<file path="src/design/rfe_pkg.sv">
// Shared types and constants for the relief emboss filter.
package rfe_pkg;

	localparam int SAMPLE_W   = 8;
	localparam int WIDTH_W    = 12;
	localparam int HEIGHT_W   = 16;
	localparam int CHAN_W     = 3;
	localparam int CFG_DATA_W = 16;
	localparam int CFG_IDX_W  = 2;
	localparam int WIN_DEPTH  = 8;
	localparam int WIN_IDX_W  = 3;
	localparam int DIFF_W     = 10;

	localparam int BIAS    = 128;
	localparam int SAT_MAX = 255;

	localparam int RESET_WIDTH    = 640;
	localparam int RESET_HEIGHT   = 480;
	localparam int RESET_CHANNELS = 3;
	localparam int MIN_WIDTH      = 3;
	localparam int MIN_HEIGHT     = 3;

	localparam logic [CFG_IDX_W-1:0] REG_IMAGE_WIDTH   = 2'd0;
	localparam logic [CFG_IDX_W-1:0] REG_IMAGE_HEIGHT  = 2'd1;
	localparam logic [CFG_IDX_W-1:0] REG_CHANNEL_COUNT = 2'd2;

	typedef struct packed {
		logic [SAMPLE_W-1:0] sample;
		logic                has_val;
		logic                compute;
		logic [CHAN_W-1:0]   tail_n;
		logic                eof;
	} rfe_item_t;

endpackage

</file>
<file path="src/design/rfe_front.sv">
// Config registers, row and byte counters, recent-byte window and line store addressing.
module rfe_front import rfe_pkg::*; #(
	parameter int MAX_WIDTH    = 2048,
	parameter int MAX_CHANNELS = 4
) (
	input  logic                  clk,
	input  logic                  arst_n,
	input  logic                  cfg_write,
	input  logic [CFG_IDX_W-1:0]  cfg_index,
	input  logic [CFG_DATA_W-1:0] cfg_data,
	input  logic                  accept,
	input  logic [SAMPLE_W-1:0]   sample,
	output rfe_item_t             item,
	output logic                  ram_en,
	output logic [$clog2(MAX_WIDTH*MAX_CHANNELS)-1:0] ram_addr,
	output logic [SAMPLE_W-1:0]   ram_wdata
);

	localparam int STORE_DEPTH = MAX_WIDTH * MAX_CHANNELS;
	localparam int AW = $clog2(STORE_DEPTH);
	localparam int BW = $clog2(STORE_DEPTH + 1);
	localparam int CW = $clog2(MAX_CHANNELS + 1);
	localparam int RST_W = (MAX_WIDTH < RESET_WIDTH) ? MAX_WIDTH : RESET_WIDTH;
	localparam int RST_C = (MAX_CHANNELS < RESET_CHANNELS) ? MAX_CHANNELS : RESET_CHANNELS;

	logic [WIDTH_W-1:0]  width_q;
	logic [HEIGHT_W-1:0] height_q;
	logic [CW-1:0]       chan_q;
	logic [AW-1:0]       byte_q;
	logic [HEIGHT_W-1:0] row_q;
	logic [SAMPLE_W-1:0] win_q [WIN_DEPTH];

	logic [WIDTH_W+CW-1:0] rs_full;
	logic [BW-1:0]         row_bytes;
	logic [CW:0]           two_c;
	logic [WIN_IDX_W-1:0]  win_sel;
	logic                  past_c;
	logic                  past_2c;
	logic                  last_byte;
	logic                  row_last;
	logic                  edge_row;
	logic [HEIGHT_W:0]     row_inc;
	logic [WIDTH_W-1:0]    w_sat;
	logic [HEIGHT_W-1:0]   h_sat;
	logic [CHAN_W-1:0]     c_sat;

	assign rs_full   = width_q * chan_q;
	assign row_bytes = BW'(rs_full);
	assign two_c     = {chan_q, 1'b0};
	assign win_sel   = WIN_IDX_W'(two_c - (CW+1)'(1));
	assign past_c    = byte_q >= AW'(chan_q);
	assign past_2c   = byte_q >= AW'(two_c);
	assign last_byte = (BW'(byte_q) + BW'(1)) == row_bytes;
	assign row_inc   = {1'b0, row_q} + (HEIGHT_W+1)'(1);
	assign row_last  = row_inc >= {1'b0, height_q};
	assign edge_row  = (row_q == '0) || row_last;

	assign item.sample  = sample;
	assign item.has_val = past_c;
	assign item.compute = !edge_row && past_2c;
	assign item.tail_n  = last_byte ? CHAN_W'(chan_q) : '0;
	assign item.eof     = last_byte && row_last;

	assign ram_en    = accept && past_2c;
	assign ram_addr  = byte_q - AW'(two_c);
	assign ram_wdata = win_q[win_sel];

	always_comb begin
		w_sat = cfg_data[WIDTH_W-1:0];
		if (w_sat < WIDTH_W'(MIN_WIDTH)) begin
			w_sat = WIDTH_W'(MIN_WIDTH);
		end else if ({2'b00, w_sat} > (WIDTH_W+2)'(MAX_WIDTH)) begin
			w_sat = WIDTH_W'(MAX_WIDTH);
		end
		h_sat = cfg_data[HEIGHT_W-1:0];
		if (h_sat < HEIGHT_W'(MIN_HEIGHT)) begin
			h_sat = HEIGHT_W'(MIN_HEIGHT);
		end
		c_sat = cfg_data[CHAN_W-1:0];
		if (c_sat == '0) begin
			c_sat = CHAN_W'(1);
		end else if (c_sat > CHAN_W'(MAX_CHANNELS)) begin
			c_sat = CHAN_W'(MAX_CHANNELS);
		end
	end

	always_ff @(posedge clk or negedge arst_n) begin
		if (!arst_n) begin
			width_q  <= WIDTH_W'(RST_W);
			height_q <= HEIGHT_W'(RESET_HEIGHT);
			chan_q   <= CW'(RST_C);
			byte_q   <= '0;
			row_q    <= '0;
			for (int i = 0; i < WIN_DEPTH; i++) begin
				win_q[i] <= '0;
			end
		end else if (cfg_write) begin
			case (cfg_index)
				REG_IMAGE_WIDTH: begin
					width_q <= w_sat;
					byte_q  <= '0;
					row_q   <= '0;
				end
				REG_IMAGE_HEIGHT: begin
					height_q <= h_sat;
					byte_q   <= '0;
					row_q    <= '0;
				end
				REG_CHANNEL_COUNT: begin
					chan_q <= CW'(c_sat);
					byte_q <= '0;
					row_q  <= '0;
				end
				default: ;
			endcase
		end else if (accept) begin
			for (int i = WIN_DEPTH - 1; i > 0; i--) begin
				win_q[i] <= win_q[i-1];
			end
			win_q[0] <= sample;
			if (last_byte) begin
				byte_q <= '0;
				row_q  <= row_last ? '0 : row_inc[HEIGHT_W-1:0];
			end else begin
				byte_q <= byte_q + AW'(1);
			end
		end
	end

	a_byte_in_row: assert property (@(posedge clk) disable iff (!arst_n)
		BW'(byte_q) < row_bytes)
		else $error("byte index past end of row");

	a_row_in_frame: assert property (@(posedge clk) disable iff (!arst_n)
		row_q < height_q)
		else $error("row index past end of frame");

endmodule

</file>
<file path="config.mk">
export PLATFORM = sky130hd
export DESIGN_NAME = rfe_front
export DESIGN_NICKNAME = d
export VERILOG_FILES = /design/src/design/rfe_pkg.sv /design/src/design/rfe_front.sv
export SDC_FILE = /design/constraint.sdc
export NUM_CORES = 1
export LEC_CHECK = 0
export ABC_CLOCK_PERIOD_IN_PS = 6220
export BUFFER_PORTS_ARGS = -buffer_cell sky130_fd_sc_hd__buf_2
export CAP_MARGIN = 10
export CORE_MARGIN = 8
export CORE_UTILIZATION = 61
export DETAILED_ROUTE_END_ITERATION = 8
export PLACE_DENSITY = 0.81
export SLEW_MARGIN = 15
export SYNTH_ARGS = -nofsm -noshare
export SYNTH_HDL_FRONTEND = slang
export SYNTH_SLANG_ARGS = --single-unit
</file>
<file path="constraint.sdc">
create_clock -name clk -period 6.22 [get_ports clk]
set_input_delay 1.866 -clock clk [delete_from_list [all_inputs] [get_ports clk]]
set_output_delay 1.866 -clock clk [all_outputs]
set_load 0.01 [all_outputs]
</file>
==> run summary, run 1 <==
I/O pin cnt -> 66
Cell family with most CP delay -> adder cells
Final wirelength -> 19.0 mm
Worst ir drop on vdd -> 0.000185 V
I/O Buffers -> 65
Initial Util -> 62.4%
Final Cycle Share -> 95.5%
Main synth FF type -> dfrtp_1
Arrival time of the worst setup path -> 4.07 ns
Placer Congestion -> 0.873
Inserted Diodes -> 0
Syn_nets -> 955
Global-route wire length before repair -> 31.1 mm
Slew Viols, Final -> 0
Pwr per Cell Area -> 306 mW/mm^2
Die ar. -> 0.0168 mm^2
Starting DRT DRC Count -> 728
Clk_skew -> 0.00757 ns
Routed vias -> 6,463
Final std cell area, no fill -> 0.00886 mm^2
Die width -> 130 um
Yosys cell types -> 61
Critical path's largest stage delay -> 0.55 ns
Post-synthesis sequential area ratio -> 39.5%
#FFs+latches synth -> 124
Worst hold path class -> register to register
Cell count after synthesis -> 875
CTS sink count -> 124
Crit start category -> register
Crit path buf inv count -> 2
Final Setup Violations -> 0
Most frequent cells in the layout -> 258 x nand2_1, 116 x dfrtp_1, 64 x buf_2, 53 x inv_1, 38 x ha_1
Slowest CP cell -> fa_1
Nature of the critical path endpoint -> output pin
Root buf cell -> clkbuf_16
Mapped Area -> 0.00788 mm^2
Initial antenna violation count -> 0
H-tree depth -> 4
Crit Path Max Fanout -> 14
GRT overflow -> 0
CTS tree -> built
Final Hold Viols -> 0
Worst-path clk slew -> 0.06 ns
Min cycle time layout -> 5.94 ns
Hpwl dp -> 12.9 mm
Placed Area -> 0.00823 mm^2
Antenna-violating nets left -> 0
Asr flop ratio synth -> 100%
DRC viols -> 0
CP required -> 4.35 ns
Syn Area/Cell -> 9.00 um^2
TritonCTS Buffers -> 17
Routed wl met2 -> 9.11 mm
Met1 WL -> 7.92 mm
Largest net degree at the start of global routing -> 82
Routed vias/inst -> 5.88
Most frequent CP cell -> fa_1
Max Clk Rate -> 168 MHz
Ys Warns -> 0
Die H -> 130 um
Post-synth EDFFs -> 0
Clock Latency Late Sink -> 0.42 ns
Max layer used -> met4
Total GRT Usage -> 23.8%
Nets -> 995
LEAKAGE -> 0.00452 uW
Slew @ Worst Pin -> 1.01 ns
Status -> finished, final reports clean
Core Area -> 0.0126 mm^2
Crit Path Class -> register to output pin
Worst-case clock buffer depth -> 2
P&R area growth vs syn -> 12.5%
Commonest non-fill, non-tap cell in the layout -> nand2_1
Placed Cells -> 1,068
DR WL/cell -> 17.2 um
Routed wl met3 -> 1.41 mm
Vias in the first global route -> 6,199
Ratio of cells with drive above 1 in the final layout -> 17.2%
MaxCap Viol Count -> 0
Drt pass-1 iters -> 5
Rows -> 41
Crit path cell chain -> and2_1 -> fa_1 -> ha_1 -> inv_1 -> fa_1 -> xnor3_1 -> xor2_1 -> nand4b_1 -> a21oi_1 -> o2111a_1 -> o2111ai_4 -> nor2_1 -> buf_2
Slew HR -> 32.7%
Non-Filler Instances -> 1,100
power breakdown:
part	switching (uW)	internal, uW	total [uW]
logic	361	279	640
registers	106	931	1040
clock network	378	654	1030
cells by family (layout without fill, tap and decap cells):
| group | count (synthesis) | in the layout | share of synthesized area, % |
|---|---|---|---|
| AOI/OAI and AO/OA | 106 | 106 | 9.85 |
| xor gates and xnor gates | 48 | 48 | 5.69 |
| adders and majority gates | 50 | 50 | 9.09 |
| buffers and inverters | 105 | 158 | 5.75 |
| DFF | 124 | 124 | 39.5 |
| muxes | 39 | 39 | 6.66 |
| and+or+nand+nor | 403 | 403 | 23.4 |
final cells by class:
cell class	count	area, um^2
multi-input combinational	646	4330
fill	939	3760
sequential	124	3110
clock buffer	20	457
timing repair buffer	73	388
tap	172	215
inverter	53	199
clock inverter	12	158
registers in the layout (all words and copies together), names as in the netlist:
| name | count |
|---|---|
| height_q | 16 |
| win_q | 64 |
| row_q | 16 |
| byte_q | 13 |
| width_q | 12 |
| chan_q | 3 |
final timing paths:
path | cells past startpoint | slack, ns | from | to
worst max-delay path | 13 | 0.28 | chan_q[2]$_DFFE_PN0P_ | item[0]
worst min-delay path | 2 | 0.46 | win_q[44]$_DFFE_PN0P_ | win_q[36]$_DFFE_PN0P_
worst max register to register | 13 | 1.98 | chan_q[2]$_DFFE_PN0P_ | row_q[9]$_DFFE_PN0P_
worst min register to register | 2 | 0.46 | win_q[44]$_DFFE_PN0P_ | win_q[36]$_DFFE_PN0P_
max in group asynchronous | 2 | 3.47 | arst_n | height_q[5]$_DFFE_PN1P_
min in group asynchronous | 1 | 1.58 | arst_n | win_q[44]$_DFFE_PN0P_
cells in the mapped netlist (all sizes together) (14+ instances only):
cell,n,area (um^2)
a21oi,17,96.4
buf,27,158
and2,19,119
ha,38,475
dfrtp,116,2900
nand3,15,87.6
nor2,26,97.6
inv,53,199
clkbuf,25,96.3
mux2,27,304
nand4,15,93.8
nand2,259,972
xnor2,32,280
o21ai,15,75.1
xor2,14,123
per-stage QoR:
stage / util, % / worst slack, ns / setup TNS [ns] / total power (uW) / hold WS [ns]
floorplan: - / 0.382 / 0 / 1470 / 0.439
global placement: 65.2 / 0.745 / 0 / 1650 / 0.444
detailed placement: 65.2 / 0.681 / 0 / 1670 / 0.450
CTS: 70.1 / 0.207 / 0 / 2710 / 0.465
global route: 70.2 / -0.0308 / -0.0581 / 2850 / 0.486
finish: 70.2 / 0.281 / 0 / 2710 / 0.465
metal layers:
layer / vias up / track usage, %
li1: 3030 / -
met1: 3130 / 30.4
met2: 254 / 37.4
met3: 49 / 6.41
met4: 0 / 10.2
met5: - / 0
what timing repair did:
item,4_1_cts,5_1_grt
setup buffers,0,0
hold buffers,0,0
resized for setup,0,1
setup endpoints to repair,0,3
worst min-delay path, stage by stage (launching register included):
cell and delay (ns):
dfrtp_1 0.34, nand2_1 0.05, nand2_1 0.05
No activity file was read; power rests on OpenSTA's default activity.
==> run 2, diff against run 1 <==
MAX_ROUTING_LAYER = met4   (was unset)
==> run 2 against run 1 <==
Setup slack worse by 0.010 ns. Power about the same. Global-route usage up 0.66 points. Routed wire length rose by 0.23%. Clock-buffer cell count stayed put. Combinational power about the same. Critical path type unchanged. Largest cell class unchanged. Largest power group unchanged. Highest routed layer unchanged.
==> run summary, run 2 (synthesized netlist as in run 1, its figures left out) <==
R2R depth -> 13
I/O pin cnt -> 66
Hold Path Depth -> 2
CTS sink count -> 124
Die ar. -> 0.0168 mm^2
Comb power frac -> 23.6%
P&R area growth vs syn -> 12.5%
Die width -> 130 um
Nets -> 995
Most frequent CP cell -> fa_1
Area of the multi-input gates -> 0.00433 mm^2
Flop pwr share -> 38.3%
# fillers -> 939
Critical Path Stages -> 13
Starting DRT DRC Count -> 771
LEAKAGE -> 0.00452 uW
Worst hold path class -> register to register
DR WL/cell -> 17.3 um
Slew @ Worst Pin -> 1.02 ns
Crit start category -> register
Max Clk Rate -> 168 MHz
CTS tree -> built
Drt pass-1 iters -> 5
Placed Area -> 0.00823 mm^2
Clock Power Share -> 38.1%
Core Area -> 0.0126 mm^2
Inserted Diodes -> 0
Initial Util -> 62.4%
Nature of the critical path endpoint -> output pin
Worst-path clk slew -> 0.06 ns
Cell family with most CP delay -> adder cells
Hpwl dp -> 12.9 mm
Crit Path Max Fanout -> 14
Slew HR -> 32.2%
Number of flip-flops under the largest register name -> 64
Min cycle time layout -> 5.95 ns
Final std cell area, no fill -> 0.00886 mm^2
Die H -> 130 um
Status -> finished, final reports clean
Crit Path Class -> register to output pin
Final Cycle Share -> 95.6%
Largest net degree at the start of global routing -> 82
Finished Core Util -> 70.2%
Rows -> 41
TritonCTS Buffers -> 17
Largest register by flop count -> win_q
CP required -> 4.35 ns
Setup TNS -> 0 ns
Routed vias -> 6,457
Hold_buf cts -> 0
Final wirelength -> 19.0 mm
Clk_skew -> 0.00767 ns
Worst ir drop on vdd -> 0.000186 V
Placer Congestion -> 0.887
H-tree depth -> 4
Slew Viols, Final -> 0
Worst-case clock buffer depth -> 2
GRT overflow -> 0
Final Setup Violations -> 0
MaxCap Viol Count -> 0
Antenna-violating nets left -> 0
Arrival time of the worst setup path -> 4.08 ns
Routed vias/inst -> 5.87
Initial antenna violation count -> 0
Commonest non-fill, non-tap cell in the layout -> nand2_1
Slowest CP cell -> fa_1
Most frequent cells in the layout -> 258 x nand2_1, 116 x dfrtp_1, 64 x buf_2, 53 x inv_1, 38 x ha_1
I/O Buffers -> 65
Sw Ratio -> 31.2%
Total GRT Usage -> 24.4%
Ratio of cells with drive above 1 in the final layout -> 17.2%
Psw -> 847 uW
Final Hold Viols -> 0
Crit path cell chain -> and2_1 -> fa_1 -> ha_1 -> inv_1 -> fa_1 -> xnor3_1 -> xor2_1 -> nand4b_1 -> a21oi_1 -> o2111a_1 -> o2111ai_4 -> nor2_1 -> buf_2
Reg area -> 0.00311 mm^2
Hold slack -> 0.467 ns
Setup bufs post-CTS -> 0
Global-route wire length before repair -> 31.1 mm
Pwr per Cell Area -> 306 mW/mm^2
Vias in the first global route -> 6,201
DRC viols -> 0
Clock Latency Late Sink -> 0.42 ns
CTS resizes -> 0
Critical path's largest stage delay -> 0.55 ns
P_int -> 1860 uW
Root buf cell -> clkbuf_16
Crit path buf inv count -> 2
Top Registers -> win_q (64), height_q (16), row_q (16)
run 2: final timing paths:
path | startpoint | endpoint | slack, ns
max | chan_q[2]$_DFFE_PN0P_ | item[0] | 0.27
min | win_q[28]$_DFFE_PN0P_ | win_q[20]$_DFFE_PN0P_ | 0.47
max reg2reg | chan_q[2]$_DFFE_PN0P_ | row_q[3]$_DFFE_PN0P_ | 1.96
min reg2reg | win_q[28]$_DFFE_PN0P_ | win_q[20]$_DFFE_PN0P_ | 0.47
max in group asynchronous | arst_n | height_q[5]$_DFFE_PN1P_ | 3.45
min in group asynchronous | arst_n | win_q[44]$_DFFE_PN0P_ | 1.60
run 2: stage by stage:
step,setup slack [ns],std cells,power (uW)
CTS,0.207,1100,2710
floorplan,0.382,875,1470
detailed placement,0.681,1068,1670
finish,0.271,1100,2710
global placement,0.745,1068,1650
global route,-0.0279,1100,2850
run 2: power by group through the flow:
stage	Combinational (uW)	Clock [uW]	Sequential, uW
floorplan	468	0	1000
global placement	613	0	1040
detailed placement	629	0	1040
CTS	642	1040	1030
global route	719	1080	1050
finish	641	1030	1040
run 2: cell type report:
type / instances / share of cell area [%]
timing repair buffer: 73 / 4.38
clock inverter: 12 / 1.78
clock buffer: 20 / 5.15
inverter: 53 / 2.25
multi-input combinational: 646 / 48.9
tap: 172 / 2.43
sequential: 124 / 35.1
run 2: per-layer routing:
metal,routed length [um],track usage [%],share of wire (%),up-vias
met5,0,-,0,-
met4,508,10.2,2.7,0
met3,1250,5.79,6.6,48
met2,9050,37.2,48,239
met1,8200,30.8,43,3127
li1,-,-,-,3043
run 2: tightest hold or removal path: stages (launching register included):
cell and delay, ns:
dfrtp_1 0.34, nand2_1 0.05, nand2_1 0.05
==> run 3, diff against run 2 <==
==> constraint.sdc (replaced) <==
create_clock -name clk -period 6.22 [get_ports clk]
set_input_delay 0.311 -clock clk [delete_from_list [all_inputs] [get_ports clk]]
set_output_delay 0.311 -clock clk [all_outputs]
set_load 0.01 [all_outputs]
==> run 3 against run 2 <==
Register-to-register slack got worse by 0.36 ns. Final area decreased by 0.89%. Power decreased by 2.9%. Routed wire length decreased by 5.0%. Sequential power about the same. Largest cell class unchanged. Global-route usage decreased by 0.63 points. Worst hold slack got worse by 0.46 ns. Clock-buffer cell count increased by 5. Clock skew decreased by 0.00056 ns. Fmax increased by 23%.
==> run summary, run 3 (synthesized netlist as in run 1, its figures left out) <==
Final std cell area, no fill -> 0.00878 mm^2
Hold_buf cts -> 0
Routed vias/inst -> 5.72
Flop-to-flop setup slack -> 1.60 ns
Critical path's largest stage delay -> 0.92 ns
I/O pin cnt -> 66
Reg-to-reg critical path endpoint -> row_q[13]$_DFFE_PN0P_
Clock Latency Late Sink -> 0.42 ns
Min cycle time layout -> 4.85 ns
Final Setup Violations -> 0
CTS resizes -> 0
CP required -> 5.91 ns
P&R area growth vs syn -> 11.5%
Die width -> 130 um
I/O Buffers -> 65
Final Cycle Share -> 77.9%
Status -> finished, final reports clean
Vias in the first global route -> 6,304
Initial Util -> 62.4%
Core Area -> 0.0126 mm^2
LEAKAGE -> 0.00448 uW
MaxCap Viol Count -> 0
Met1 WL -> 8.37 mm
Routed vias -> 6,274
Max Clk Rate -> 206 MHz
DP Worst Slack -> 1.61 ns
Routed wl met2 -> 8.40 mm
Worst ir drop on vdd -> 0.000205 V
Most frequent cells in the layout -> 258 x nand2_1, 116 x dfrtp_1, 64 x buf_2, 53 x inv_1, 38 x ha_1
Inserted Diodes -> 0
Worst hold path class -> primary input to async pin
DRC viols -> 0
Ratio of cells with drive above 1 in the final layout -> 16.5%
Largest net degree at the start of global routing -> 73
CTS tree -> built
Reg-to-reg startpoint -> chan_q[0]$_DFFE_PN1P_
Worst-case clock buffer depth -> 2
Crit Path Class -> register to output pin
Nets -> 991
Hpwl dp -> 12.8 mm
Routed wl met3 -> 905 um
Worst-path clk slew -> 0.06 ns
Global-route wire length before repair -> 30.7 mm
Clk_skew -> 0.00712 ns
Die ar. -> 0.0168 mm^2
Commonest non-fill, non-tap cell in the layout -> nand2_1
DR WL/cell -> 16.5 um
Crit path cell chain -> nand2_1 -> fa_1 -> inv_1 -> ha_1 -> and2_1 -> a221oi_2 -> a21oi_1 -> o21a_1 -> o221a_2 -> o2111ai_2 -> nor2_1 -> buf_2
Nature of the critical path endpoint -> output pin
Placed Area -> 0.00820 mm^2
CTS sink count -> 124
Crit Path Max Fanout -> 25
Setup TNS -> 0 ns
Top Registers -> win_q (64), height_q (16), row_q (16)
Initial antenna violation count -> 0
Die H -> 130 um
Slew @ Worst Pin -> 0.982 ns
Max layer used -> met4
Unrepaired setup endpoints after global routing -> no
Setup WS post-layout -> 1.37 ns
Arrival time of the worst setup path -> 4.54 ns
Placer Congestion -> 0.902
Slew HR -> 34.4%
Rows -> 41
Starting DRT DRC Count -> 566
Slew Viols, Final -> 0
GRT overflow -> 0
# fillers -> 1,003
Pwr per Cell Area -> 300 mW/mm^2
Slowest CP cell -> dfstp_2
R2R depth -> 12
Final Hold Viols -> 0
Total GRT Usage -> 23.8%
Root buf cell -> clkbuf_16
Largest register by flop count -> win_q
Final wirelength -> 18.1 mm
Antenna-violating nets left -> 0
Crit start category -> register
H-tree depth -> 4
Number of flip-flops under the largest register name -> 64
Setup bufs post-CTS -> 0
TritonCTS Buffers -> 17
Drt pass-1 iters -> 5
-- run 3: changes by cell type in the layout (fill, tap and decap cells not counted), moves of 2 or more --
| cell | before | now |
|---|---|---|
| buf_4 | 9 | 5 |
| clkbuf_1 | 1 | 5 |
| inv_6 | 4 | 0 |
| clkinvlp_4 | 3 | 1 |
-- run 3: layout make-up --
cell class,instances,area (um^2),area share (%)
Multi-Input combinational cell,646,4320,49.2
Sequential cell,124,3110,35.5
Clock buffer,25,485,5.53
Timing Repair Buffer,69,358,4.08
Tap cell,172,215,2.45
Inverter,53,199,2.27
Clock inverter,7,91.3,1.04
-- run 3: worst max path at each step --
stage                          startpoint                    end  slack (ns)
floorplan           chan_q[0]$_DFFE_PN1P_  row_q[12]$_DFFE_PN0P_        1.85
global placement    chan_q[0]$_DFFE_PN1P_   row_q[7]$_DFFE_PN0P_        1.73
detailed placement  chan_q[0]$_DFFE_PN1P_  row_q[13]$_DFFE_PN0P_        1.61
finish              chan_q[0]$_DFFE_PN1P_                item[0]        1.37
CTS                 chan_q[0]$_DFFE_PN1P_                item[0]        1.38
global route        chan_q[0]$_DFFE_PN1P_                item[0]        1.07
-- run 3: stage by stage --
stage	utilization, %	instances	total power (uW)	hold WS (ns)
floorplan	-	875	1470	0.0154
global placement	65.0	1064	1650	0.446
detailed placement	65.0	1064	1670	0.453
CTS	69.6	1096	2650	0.0453
global route	69.6	1096	2770	0.0901
finish	69.6	1096	2630	0.00502
-- run 3: power by group --
part	switching (uW)	total (uW)	internal, uW
clock network	351	970	619
registers	109	1040	932
logic	347	623	276
-- run 3: critical path: cells and delay by family (launching register included) --
family | cells | cell delay, ns
buffers and inverters | 2 | 0.23
flip-flops | 1 | 0.92
AO/OA/AOI/OAI | 5 | 1.62
adder cells (fa/ha/maj) | 2 | 0.87
AND/OR/NAND/NOR | 3 | 0.48
-- run 3: layer usage --
layer / vias to the layer above / GRT usage, %
li1: 3032 / -
met1: 3056 / 31.2
met2: 158 / 35.9
met3: 28 / 4.44
met4: 0 / 9.70
met5: - / -
